### src/rtl/vdms_pkg.sv
// Package with shared types and constants for the drive mode sequencer.
`default_nettype none
package vdms_pkg;

  localparam int PERIOD_W  = 10;
  localparam int WAIT_W    = 16;
  localparam int ELAPSED_W = 32;
  localparam int CFG_IDX_W = 2;
  localparam int CFG_DATA_W = 16;

  localparam logic [CFG_IDX_W-1:0] CFG_TICK_PERIOD = 2'd0;
  localparam logic [CFG_IDX_W-1:0] CFG_HV_WAIT     = 2'd1;
  localparam logic [CFG_IDX_W-1:0] CFG_HV_TIMEOUT  = 2'd2;

  localparam logic [PERIOD_W-1:0] TICK_PERIOD_RST = 10'd10;
  localparam logic [WAIT_W-1:0]   HV_WAIT_RST     = 16'd1000;
  localparam logic [WAIT_W-1:0]   HV_TIMEOUT_RST  = 16'd5000;

  localparam logic [1:0] FAULT_NONE = 2'd0;
  localparam logic [1:0] FAULT_SET  = 2'd1;

  typedef enum logic [3:0] {
    MODE_INIT        = 4'd0,
    MODE_LV_STARTUP  = 4'd1,
    MODE_LV_READY    = 4'd2,
    MODE_HV_ACTIVE   = 4'd3,
    MODE_HV_CHARGING = 4'd4,
    MODE_NEUTRAL     = 4'd5,
    MODE_FORWARD     = 4'd6,
    MODE_REVERSE     = 4'd7,
    MODE_FAULT       = 4'd8
  } mode_t;

  typedef struct packed {
    logic [1:0] fault_status;
    logic       sense_valid;
    logic       button_level;
    logic       inverter_ready;
  } in_beat_t;

  typedef struct packed {
    logic [3:0] mode_code;
    logic       inverter_enable_pulse;
    logic       motor_reverse;
    logic       torque_enable;
  } out_beat_t;

  // Control from the mode sequencer to the tick timer.
  typedef struct packed {
    logic step;
    logic restart;
  } timer_ctl_t;

endpackage
`default_nettype wire

### src/rtl/vdms_timer.sv
// Saturating tick counter and saturating elapsed-time product.
`default_nettype none
module vdms_timer #(
  parameter int TICK_COUNT_WIDTH = 32
) (
  input  wire logic                           clk,
  input  wire logic                           rst,
  input  wire vdms_pkg::timer_ctl_t           ctl,
  input  wire logic [vdms_pkg::PERIOD_W-1:0]  tick_period,
  output logic      [vdms_pkg::ELAPSED_W-1:0] elapsed
);

  localparam int PROD_W = TICK_COUNT_WIDTH + vdms_pkg::PERIOD_W;

  logic [TICK_COUNT_WIDTH-1:0] count;
  logic [TICK_COUNT_WIDTH-1:0] count_next;
  logic [PROD_W-1:0]           prod;
  logic [63:0]                 prod_wide;

  always_comb begin
    count_next = count;
    if (ctl.restart) begin
      count_next = '0;
    end else if (count != {TICK_COUNT_WIDTH{1'b1}}) begin
      count_next = count + 1'b1;
    end
  end

  always_ff @(posedge clk) begin
    if (rst) begin
      count <= '0;
    end else if (ctl.step) begin
      count <= count_next;
    end
  end

  assign prod      = PROD_W'(tick_period) * PROD_W'(count);
  assign prod_wide = 64'(prod);
  // Clamp to 32 bits of milliseconds.
  assign elapsed   = (|prod_wide[63:32]) ? {vdms_pkg::ELAPSED_W{1'b1}} : prod_wide[31:0];

endmodule
`default_nettype wire

### src/rtl/vdms_fsm.sv
// Drive mode state machine with direction, torque and button history.
`default_nettype none
module vdms_fsm (
  input  wire logic                           clk,
  input  wire logic                           rst,
  input  wire logic                           step,
  input  wire vdms_pkg::in_beat_t             beat,
  input  wire logic [vdms_pkg::ELAPSED_W-1:0] elapsed,
  input  wire logic [vdms_pkg::WAIT_W-1:0]    hv_wait,
  input  wire logic [vdms_pkg::WAIT_W-1:0]    hv_timeout,
  output vdms_pkg::timer_ctl_t                timer_ctl,
  output vdms_pkg::out_beat_t                 result,
  output vdms_pkg::mode_t                     mode
);

  vdms_pkg::mode_t mode_next;
  logic button_prev, button_prev_next;
  logic direction, direction_next;
  logic torque, torque_next;
  logic pulse;
  logic edge_seen;
  logic no_fault;
  logic wait_done;
  logic charge_late;

  assign edge_seen   = beat.sense_valid & beat.button_level & ~button_prev;
  assign no_fault    = (beat.fault_status == vdms_pkg::FAULT_NONE);
  assign wait_done   = (elapsed >= vdms_pkg::ELAPSED_W'(hv_wait));
  assign charge_late = (elapsed > vdms_pkg::ELAPSED_W'(hv_timeout));

  // Next mode.
  always_comb begin
    mode_next = mode;
    unique case (mode)
      vdms_pkg::MODE_INIT: begin
        mode_next = vdms_pkg::MODE_LV_STARTUP;
      end
      vdms_pkg::MODE_LV_STARTUP: begin
        if (beat.fault_status == vdms_pkg::FAULT_SET) begin
          mode_next = vdms_pkg::MODE_FAULT;
        end else if (no_fault) begin
          mode_next = vdms_pkg::MODE_LV_READY;
        end
      end
      vdms_pkg::MODE_LV_READY: begin
        if (!no_fault) mode_next = vdms_pkg::MODE_FAULT;
        else if (edge_seen) mode_next = vdms_pkg::MODE_HV_ACTIVE;
      end
      vdms_pkg::MODE_HV_ACTIVE: begin
        if (!no_fault) mode_next = vdms_pkg::MODE_FAULT;
        else if (wait_done) mode_next = vdms_pkg::MODE_HV_CHARGING;
      end
      vdms_pkg::MODE_HV_CHARGING: begin
        priority if (!no_fault) begin
          mode_next = vdms_pkg::MODE_FAULT;
        end else if (beat.sense_valid && beat.inverter_ready) begin
          mode_next = vdms_pkg::MODE_NEUTRAL;
        end else if (beat.sense_valid && charge_late) begin
          mode_next = vdms_pkg::MODE_FAULT;
        end
      end
      vdms_pkg::MODE_NEUTRAL: begin
        if (!no_fault) mode_next = vdms_pkg::MODE_FAULT;
        else if (edge_seen) mode_next = vdms_pkg::MODE_FORWARD;
      end
      vdms_pkg::MODE_FORWARD: begin
        if (!no_fault) mode_next = vdms_pkg::MODE_FAULT;
        else if (edge_seen) mode_next = vdms_pkg::MODE_REVERSE;
      end
      vdms_pkg::MODE_REVERSE: begin
        if (!no_fault) mode_next = vdms_pkg::MODE_FAULT;
        else if (edge_seen) mode_next = vdms_pkg::MODE_NEUTRAL;
      end
      vdms_pkg::MODE_FAULT: begin
        mode_next = vdms_pkg::MODE_FAULT;
      end
      default: begin
        mode_next = vdms_pkg::MODE_INIT;
      end
    endcase
  end

  // Outputs and side registers.
  always_comb begin
    pulse            = 1'b0;
    direction_next   = direction;
    torque_next      = torque;
    button_prev_next = button_prev;
    unique case (mode)
      vdms_pkg::MODE_HV_ACTIVE: begin
        pulse = no_fault & wait_done;
      end
      vdms_pkg::MODE_LV_READY, vdms_pkg::MODE_NEUTRAL,
      vdms_pkg::MODE_FORWARD, vdms_pkg::MODE_REVERSE: begin
        if (no_fault) begin
          if (edge_seen) begin
            if (mode == vdms_pkg::MODE_NEUTRAL) begin
              direction_next = 1'b0;
              torque_next    = 1'b1;
            end else if (mode == vdms_pkg::MODE_FORWARD) begin
              direction_next = 1'b1;
              torque_next    = 1'b1;
            end else if (mode == vdms_pkg::MODE_REVERSE) begin
              direction_next = 1'b0;
              torque_next    = 1'b0;
            end
          end
          if (beat.sense_valid) button_prev_next = beat.button_level;
        end
      end
      vdms_pkg::MODE_FAULT: begin
        direction_next = 1'b0;
        torque_next    = 1'b0;
      end
      default: begin
        pulse = 1'b0;
      end
    endcase
  end

  always_ff @(posedge clk) begin
    if (rst) begin
      mode        <= vdms_pkg::MODE_INIT;
      button_prev <= 1'b0;
      direction   <= 1'b0;
      torque      <= 1'b0;
    end else if (step) begin
      mode        <= mode_next;
      button_prev <= button_prev_next;
      direction   <= direction_next;
      torque      <= torque_next;
    end
  end

  assign timer_ctl.step    = step;
  assign timer_ctl.restart = (mode_next != mode);

  assign result.mode_code             = 4'(mode_next);
  assign result.inverter_enable_pulse = pulse;
  assign result.motor_reverse         = direction_next;
  assign result.torque_enable         = torque_next;

endmodule
`default_nettype wire

### src/rtl/vehicle_drive_mode_sequencer.sv
// Top level of the vehicle drive mode sequencer: beat registers, config, assertions.
//
//   Channel  | Signals                          | Direction | Beat
//   ---------+----------------------------------+-----------+---------------------------
//   in       | in_valid, in_stall, in_data      | into      | one control tick
//   out      | out_valid, out_stall, out_data   | out of    | mode and drive outputs
//   cfg      | cfg_we, cfg_index, cfg_data      | into      | one register write
//
// An accepted in beat passes through the input register, then through the mode
// logic (one 10-bit period x count multiply and a compare) into the output
// register. One beat is taken every cycle while out is not stalled; the
// output register frees in the same cycle it is drained, so a stall on out only
// backs up into in_stall when both stages are full. Reset (rst, synchronous)
// empties both stages, puts the sequencer in init and loads the config defaults.
`default_nettype none
module vehicle_drive_mode_sequencer #(
  parameter int TICK_COUNT_WIDTH = 32
) (
  input  wire logic                              clk,
  input  wire logic                              rst,
  input  wire logic                              in_valid,
  output logic                                   in_stall,
  input  wire vdms_pkg::in_beat_t                in_data,
  output logic                                   out_valid,
  input  wire logic                              out_stall,
  output vdms_pkg::out_beat_t                    out_data,
  input  wire logic                              cfg_we,
  input  wire logic [vdms_pkg::CFG_IDX_W-1:0]    cfg_index,
  input  wire logic [vdms_pkg::CFG_DATA_W-1:0]   cfg_data
);

  // Configuration registers.
  logic [vdms_pkg::PERIOD_W-1:0] tick_period;
  logic [vdms_pkg::WAIT_W-1:0]   hv_wait;
  logic [vdms_pkg::WAIT_W-1:0]   hv_timeout;

  // Input stage.
  logic                s1_valid;
  vdms_pkg::in_beat_t  s1_data;
  logic                advance;

  logic [vdms_pkg::ELAPSED_W-1:0] elapsed;
  vdms_pkg::timer_ctl_t           timer_ctl;
  vdms_pkg::out_beat_t            result;
  vdms_pkg::mode_t                mode;

  always_ff @(posedge clk) begin
    if (rst) begin
      tick_period <= vdms_pkg::TICK_PERIOD_RST;
      hv_wait     <= vdms_pkg::HV_WAIT_RST;
      hv_timeout  <= vdms_pkg::HV_TIMEOUT_RST;
    end else if (cfg_we) begin
      unique case (cfg_index)
        vdms_pkg::CFG_TICK_PERIOD: tick_period <= cfg_data[vdms_pkg::PERIOD_W-1:0];
        vdms_pkg::CFG_HV_WAIT:     hv_wait     <= cfg_data;
        vdms_pkg::CFG_HV_TIMEOUT:  hv_timeout  <= cfg_data;
        default: begin
          // Unknown index: drop the write.
        end
      endcase
    end
  end

  // Advance the held tick when the output register is empty or draining.
  assign advance  = s1_valid & (~out_valid | ~out_stall);
  assign in_stall = s1_valid & ~advance;

  always_ff @(posedge clk) begin
    if (rst) begin
      s1_valid <= 1'b0;
    end else if (!in_stall) begin
      s1_valid <= in_valid;
    end
  end

  always_ff @(posedge clk) begin
    if (!in_stall && in_valid) begin
      s1_data <= in_data;
    end
  end

  vdms_timer #(
    .TICK_COUNT_WIDTH(TICK_COUNT_WIDTH)
  ) u_timer (
    .clk         (clk),
    .rst         (rst),
    .ctl         (timer_ctl),
    .tick_period (tick_period),
    .elapsed     (elapsed)
  );

  vdms_fsm u_fsm (
    .clk        (clk),
    .rst        (rst),
    .step       (advance),
    .beat       (s1_data),
    .elapsed    (elapsed),
    .hv_wait    (hv_wait),
    .hv_timeout (hv_timeout),
    .timer_ctl  (timer_ctl),
    .result     (result),
    .mode       (mode)
  );

  // Output register: load on advance, clear once the beat is taken.
  always_ff @(posedge clk) begin
    if (rst) begin
      out_valid <= 1'b0;
    end else if (advance) begin
      out_valid <= 1'b1;
    end else if (!out_stall) begin
      out_valid <= 1'b0;
    end
  end

  always_ff @(posedge clk) begin
    if (advance) begin
      out_data <= result;
    end
  end

  // The enable pulse only ever reports entry into charging.
  a_pulse_mode: assert property (@(posedge clk) disable iff (rst)
    out_valid && out_data.inverter_enable_pulse |->
      out_data.mode_code == 4'(vdms_pkg::MODE_HV_CHARGING))
    else $error("inverter enable pulse outside charging entry");

  // Torque is only on in forward or reverse, or on the beat that enters fault
  // from a drive mode (the drive outputs hold for that one beat).
  a_torque_mode: assert property (@(posedge clk) disable iff (rst)
    out_valid && out_data.torque_enable |->
      out_data.mode_code == 4'(vdms_pkg::MODE_FORWARD) ||
      out_data.mode_code == 4'(vdms_pkg::MODE_REVERSE) ||
      out_data.mode_code == 4'(vdms_pkg::MODE_FAULT))
    else $error("torque enabled outside a drive mode");

  // Fault is terminal.
  a_fault_sticky: assert property (@(posedge clk) disable iff (rst)
    mode == vdms_pkg::MODE_FAULT |=> mode == vdms_pkg::MODE_FAULT)
    else $error("sequencer left the fault mode");

  // Sequencer state only moves when a beat advances.
  a_mode_hold: assert property (@(posedge clk) disable iff (rst)
    !advance |=> $stable(mode))
    else $error("mode changed without a beat");

endmodule
`default_nettype wire

### config.mk
export PLATFORM = sky130hd
export DESIGN_NAME = vehicle_drive_mode_sequencer
export DESIGN_NICKNAME = d
export VERILOG_FILES = /design/src/rtl/vdms_pkg.sv /design/src/rtl/vdms_timer.sv /design/src/rtl/vdms_fsm.sv /design/src/rtl/vehicle_drive_mode_sequencer.sv
export SDC_FILE = /design/constraint.sdc
export NUM_CORES = 1
export LEC_CHECK = 0
export ABC_AREA = 1
export BUFFER_PORTS_ARGS = -buffer_cell sky130_fd_sc_hd__buf_2
export CORE_MARGIN = 2
export CORE_UTILIZATION = 50
export CTS_BUF_LIST = sky130_fd_sc_hd__clkbuf_8
export CTS_CLUSTER_SIZE = 25
export DETAILED_ROUTE_END_ITERATION = 7
export PLACE_DENSITY = 0.66
export SYNTH_ARGS = -nofsm -noshare
export SYNTH_HDL_FRONTEND = slang
export SYNTH_HIERARCHICAL = 1
export SYNTH_SLANG_ARGS = --single-unit
### constraint.sdc
create_clock -name clk -period 21.6 [get_ports clk]
set_input_delay 4.32 -clock clk [delete_from_list [all_inputs] [get_ports clk]]
set_output_delay 4.32 -clock clk [all_outputs]
set_load 0.01 [all_outputs]
After elaboration in Yosys (flattened, before gate mapping):

Index checks and enable logic that the tools add are counted.

* input bits: 28
* word-level logic and storage cells: 94
* flip-flop bits (word level): 95
* output and inout port bits: 9

* bitwise logic cells: 10
* mux-type cells: 33
* reductions and logical operators: 15
* order comparisons: 2
* multiply operators: 1
* add/subtract/negate cells: 1
* equal/unequal tests: 14

Operator list (count)
* 32-bit 2-to-1 mux: 3
* 4-bit 2-to-1 mux: 15
* 10-bit by 32-bit multiplier with 42-bit output: 1
* 4-bit case mux with 9 select lines: 1
* 32-bit by 1-bit adder with 32-bit output (second input constant): 1
* 32-bit by 16-bit greater-or-equal comparator with 1-bit output: 1
* 32-bit by 16-bit greater-than comparator with 1-bit output: 1
* 32-bit inequality test (second input constant): 1
* 4-bit by 3-bit equality test with 1-bit output (second input constant): 4
* 1-bit 2-to-1 mux: 12
* 10-bit OR reduction: 1
* 4-bit by 2-bit equality test with 1-bit output (second input constant): 2
* 2-bit AND reduction: 4
* 1-bit AND: 5
* 2-bit by 1-bit equality test with 1-bit output (second input constant): 2
* 4-bit by 1-bit equality test with 1-bit output (second input constant): 1
* 4-bit equality test (second input constant): 1
* 2-bit logical NOT: 2
* 4-bit logical NOT: 1
* 4-bit inequality test: 1
* 1-bit inverter: 4
* 1-bit case mux with 2 select lines: 2
* 4-bit AND reduction: 1
* 4-bit OR reduction: 1
* 6 further kinds: 8

Logic depth before layout (Yosys ltp):

* depth after elaboration: 12
* mapped depth: 57
* gate-level depth less buffers: 56

By module:

The synthesis kept the hierarchy.

Modules (own cells, without submodules)
* vdms_timer: seq. area each 640.6 µm², cells an instance 2004, area an instance 13634.3 µm², instances 1
* vehicle_drive_mode_sequencer: seq. area each 1241.2 µm², cells an instance 274, area an instance 2197.1 µm², instances 1
* vdms_fsm: seq. area each 140.1 µm², cells an instance 302, area an instance 1709.1 µm², instances 1

Worst setup path after synthesis:

OpenSTA, ideal clock, no wires.

* path kind: input port to output port
* start: in out_stall
* end: out in_stall
* data arrival time: 4.590 ns
* data required time: 17.280 ns
* path slack: 12.690 ns
* stages on the path: 4
* path buffers: 0
* path through: nand2_1 > inv_1 > nand2_1 > inv_1

* word-level cells in the longest chain between the ends: 5

Ends and longest elaborated chain
* start, declared: line vehicle_drive_mode_sequencer.sv:25 `input wire logic out_stall,`
* 1-bit inverter: line vehicle_drive_mode_sequencer.sv:65 `assign advance = s1_valid & (~out_valid | ~out_stall);`
* 1-bit bitwise OR: line vehicle_drive_mode_sequencer.sv:65
* 1-bit AND: line vehicle_drive_mode_sequencer.sv:65
* 1-bit inverter: line vehicle_drive_mode_sequencer.sv:66 `assign in_stall = s1_valid & ~advance;`
* 1-bit AND: line vehicle_drive_mode_sequencer.sv:66
* end, declared: line vehicle_drive_mode_sequencer.sv:22 `output logic in_stall,`

No other way between the ends.

==> impl_metrics.csv <==
group,metric,value,unit
status,status,"finished, final reports clean",
placement,io_buffers,36,
placement,dpl.hpwl,36.7,mm
detailed_routing,drc,0,
synth,syn-num-nets,2956,
pwr,combPwrFrac,16.7,%
sta,setup_tns,0,ps
synth,synth_top_area_share,27.2,%
die,start_util,50.8,%
cells_and_area,diodes,0,
global_route,gr-usage-all-layers,26.4,%
critical_path,crit_buf_inv,8,
synth,synthArstFlopShare,0,%
pwr,leakagePower,11.0,nW
global_route,grt.met2_usage,43.0,%
critical_path,rr_startpoint,"tick_period[3]",
critical_path,setup.worst_path.start,"tick_period[3]",
synth,syn_inst,2580,
global_route,top_usage_layer,"met2",
sta,worst_pin_slew,1150,ps
sta,finalCriticalPeriod,10660,ps
critical_path,slowest_delay,810,ps
pwr,swShare,34.7,%
global_route,antenna_found_initial,0,
sta,hold_viol,0,
clocking,hold_buffers,0,
critical_path,cpMostUsedCell,"nand2_1",
cells_and_area,most-common-layout-cells,"nand2_1, inv_1, fa_1",
critical_path,cp.required,21910,ps
global_route,grt_pass1_wl,76.7,mm
detailed_routing,drtPass1Iterations,5,
critical_path,critPathKind,"register to register",
cells_and_area,fin_nets,2918,
clocking,cts_buffers,9,
sta,max_freq,0.0938,GHz
global_route,grt_start_max_net_pins,43,
critical_path,end_kind,"register",
critical_path,cp_data_arrival_time,10970,ps
cells_and_area,area_delta_synth_final,2.85,%
detailed_routing,post_drt_wl_per_cell,15.0,µm
critical_path,crit_path_start_kind,"register",
clocking,htree_levels,3,
sta,slew_headroom,22.7,%
synth,synth_cell_types,53,
clocking,cts_root_buffer,"clkbuf_8",
global_route,overflow,0,
cells_and_area,layout_commonest_cell,"nand2_1",
die,num_rows,68,
critical_path,r2r-end,"u_timer/count[7]",
critical_path,cp.depth,47,
pwr,p_int,0.250,mW
detailed_routing,vias,15100,
critical_path,reg2reg_setup_slack,10940,ps
clocking,cts_resized,0,
synth,synth_area_leader_cell,"fa_1",
pwr,switching_power,0.133,mW
clocking,tritoncts,"done",
cells_and_area,layout.cells.non_filler,3002,
clocking,clk_pin_slew,120,ps
run,maxCapViolCount,0,
die,die_y,191,µm
die,fp.dieW,191,µm
critical_path,crit_family,"simple AND/OR/NAND/NOR gates",
placement,placed_cells,2986,
critical_path,critPathMaxFanout,32,
synth,yosysWarnings,6,
synth,ys_top_cells_by_area,"fa_1, nand2_1, inv_1, dfxtp_1, ha_1",
sta,setup_viol,0,
synth,ys_seq_elements,95,
sta,rsz0062_at_grt,"false",
critical_path,cp_slowest_cell,"nor2_4",
detailed_routing,post_drt_via_cell_ratio,5.04,
synth,syn_avg_cell_area,6.80,µm²
synth,synth_edf_count,12,
clocking,cts_buffer_depth,2,
synth,netlist_area,0.0175,mm²
pwr,p_total,0.383,mW
sta,slew_violations,0,
critical_path,reg2reg_depth,47,
placement,gp_congestion,0.940,
detailed_routing,drt_iter0_drc,1065,
hold_path,min-delay-path-class,"register to register",
die,die-area,0.0366,mm²
sta,fin_worst_skew,23.1,ps
pwr,power_density,21.2,mW/mm²
detailed_routing,ant_nets,0,
pwr,vdd_drop_max,0.0000588,V
synth,synth_ff_type,"dfxtp_1",
die,ioPinCount,37,
synth,seq_area_frac_synth,11.5,%
clocking,clk_latency,450,ps
global_route,gr-usage-met3,4.42,%
cells_and_area,drive_gt1_share,6.64,%
critical_path,crit_end,"u_timer/count[7]",
clocking,cts.sinks,95,
global_route,grt_util_met1,36.2,%
clocking,cts_setup_buffers,0,
global_route,first_global_vias,15300,
die,coreArea,0.0345,mm²
pwr,clkPwrFrac,32.9,%
pwr,p_seq_share,50.4,%
detailed_routing,drt-total-wl,45.2,mm
sta,period_share,49.3,%
==> logic make-up (layout without fill, tap and decap cells) <==
logic type | count (synthesis) | in the layout | synth area share (%)
AO/OA/AOI/OAI | 155 | 155 | 4.81
XOR/XNOR | 35 | 35 | 1.75
adder cells (fa/ha/maj) | 348 | 348 | 35.0
buffers and inverters | 785 | 752 | 17.8
flip-flops | 95 | 95 | 11.5
AND/OR/NAND/NOR | 1162 | 1162 | 29.1
==> metal layers <==
metal | wire length, µm | part of all wire, %
met5 | 0 | 0
met4 | 903 | 2.0
met3 | 2680 | 5.9
met2 | 21000 | 47
met1 | 20600 | 46
==> synth_stat cells (2+ instances only) <==
library cell and count:
edfxtp_1 12, ha_1 110, nand2_1 765, nand4_2 30
o21a_1 3, nor2_2 14, nor4_1 6, dfxtp_1 83
or2_1 2, o211ai_1 2, xor2_1 13, buf_6 7
nand2_2 18, and2_1 3, nor2_1 174, nor3_2 7
clkbuf_1 68, nand4_1 17, nand3_4 2, nor3b_1 2
inv_2 17, fa_1 238, o21ai_0 36, o21bai_1 7
a21oi_1 94, buf_12 3, nor3_1 37, inv_1 669
clkinv_1 3, nand3b_1 5, nand3_1 64, nor2_4 5
buf_4 12, a21o_1 2, buf_2 2, a31oi_1 3
nand3_2 7, xnor2_1 22, clkbuf_8 2
==> layout make-up <==
type / instances / area [µm²]
Sequential cell: 95 / 2020
Clock inverter: 7 / 75.1
Inverter: 689 / 2590
Multi-Input combinational cell: 1700 / 12400
Clock buffer: 9 / 124
Tap cell: 455 / 569
Fill cell: 3540 / 16500
Timing Repair Buffer: 47 / 263
==> state kept, by name (all words and copies together) (netlist names), 4 cells and up <==
register / cells
hv_timeout: 16
hv_wait: 16
s1_data: 5
u_fsm/mode: 4
u_timer/count: 32
tick_period: 10
out_data: 7
==> power groups by stage <==
stage                     sequential (mW)  clock, mW  combinational, mW
after floorplan                     0.193          0             0.0468
after global placement              0.197          0             0.0618
after detailed placement            0.197          0             0.0634
after CTS                           0.193      0.131             0.0637
after global routing                0.194      0.136             0.0722
final                               0.193      0.126             0.0640
==> worst reg2reg max path, delay by kind of cell, from the launching register on <==
family                   cells  cell delay, ps
AO/OA/AOI/OAI                3             440
adder cells (fa/ha/maj)      7            3330
buffers and inverters        8            1170
flip-flops                   1             520
AND/OR/NAND/NOR             29            5070
==> worst min path at each step <==
stage / start / end / cells after the start / slack [ps]
2_1_floorplan: u_fsm/button_prev / u_fsm/button_prev / 2 / 440
3_3_place_gp: u_fsm/button_prev / u_fsm/button_prev / 2 / 450
3_5_place_dp: hv_timeout[3] / hv_timeout[3] / 2 / 460
4_1_cts: u_fsm/button_prev / u_fsm/button_prev / 2 / 480
5_1_grt: s1_valid / out_valid / 2 / 500
6_report: s1_valid / out_valid / 2 / 480
==> per-stage QoR <==
stage               setup slack (ps)  instance area [µm²]  hold WS (ps)  utilization, %
global placement               11270                17800           454            51.7
finish                         10940                18000           476            52.2
detailed placement             11070                17800           461            51.7
floorplan                      12690                17500           440               -
CTS                            11010                18000           479            52.2
global route                    9990                18000           497            52.2
(Power assumes the default switching activity.)
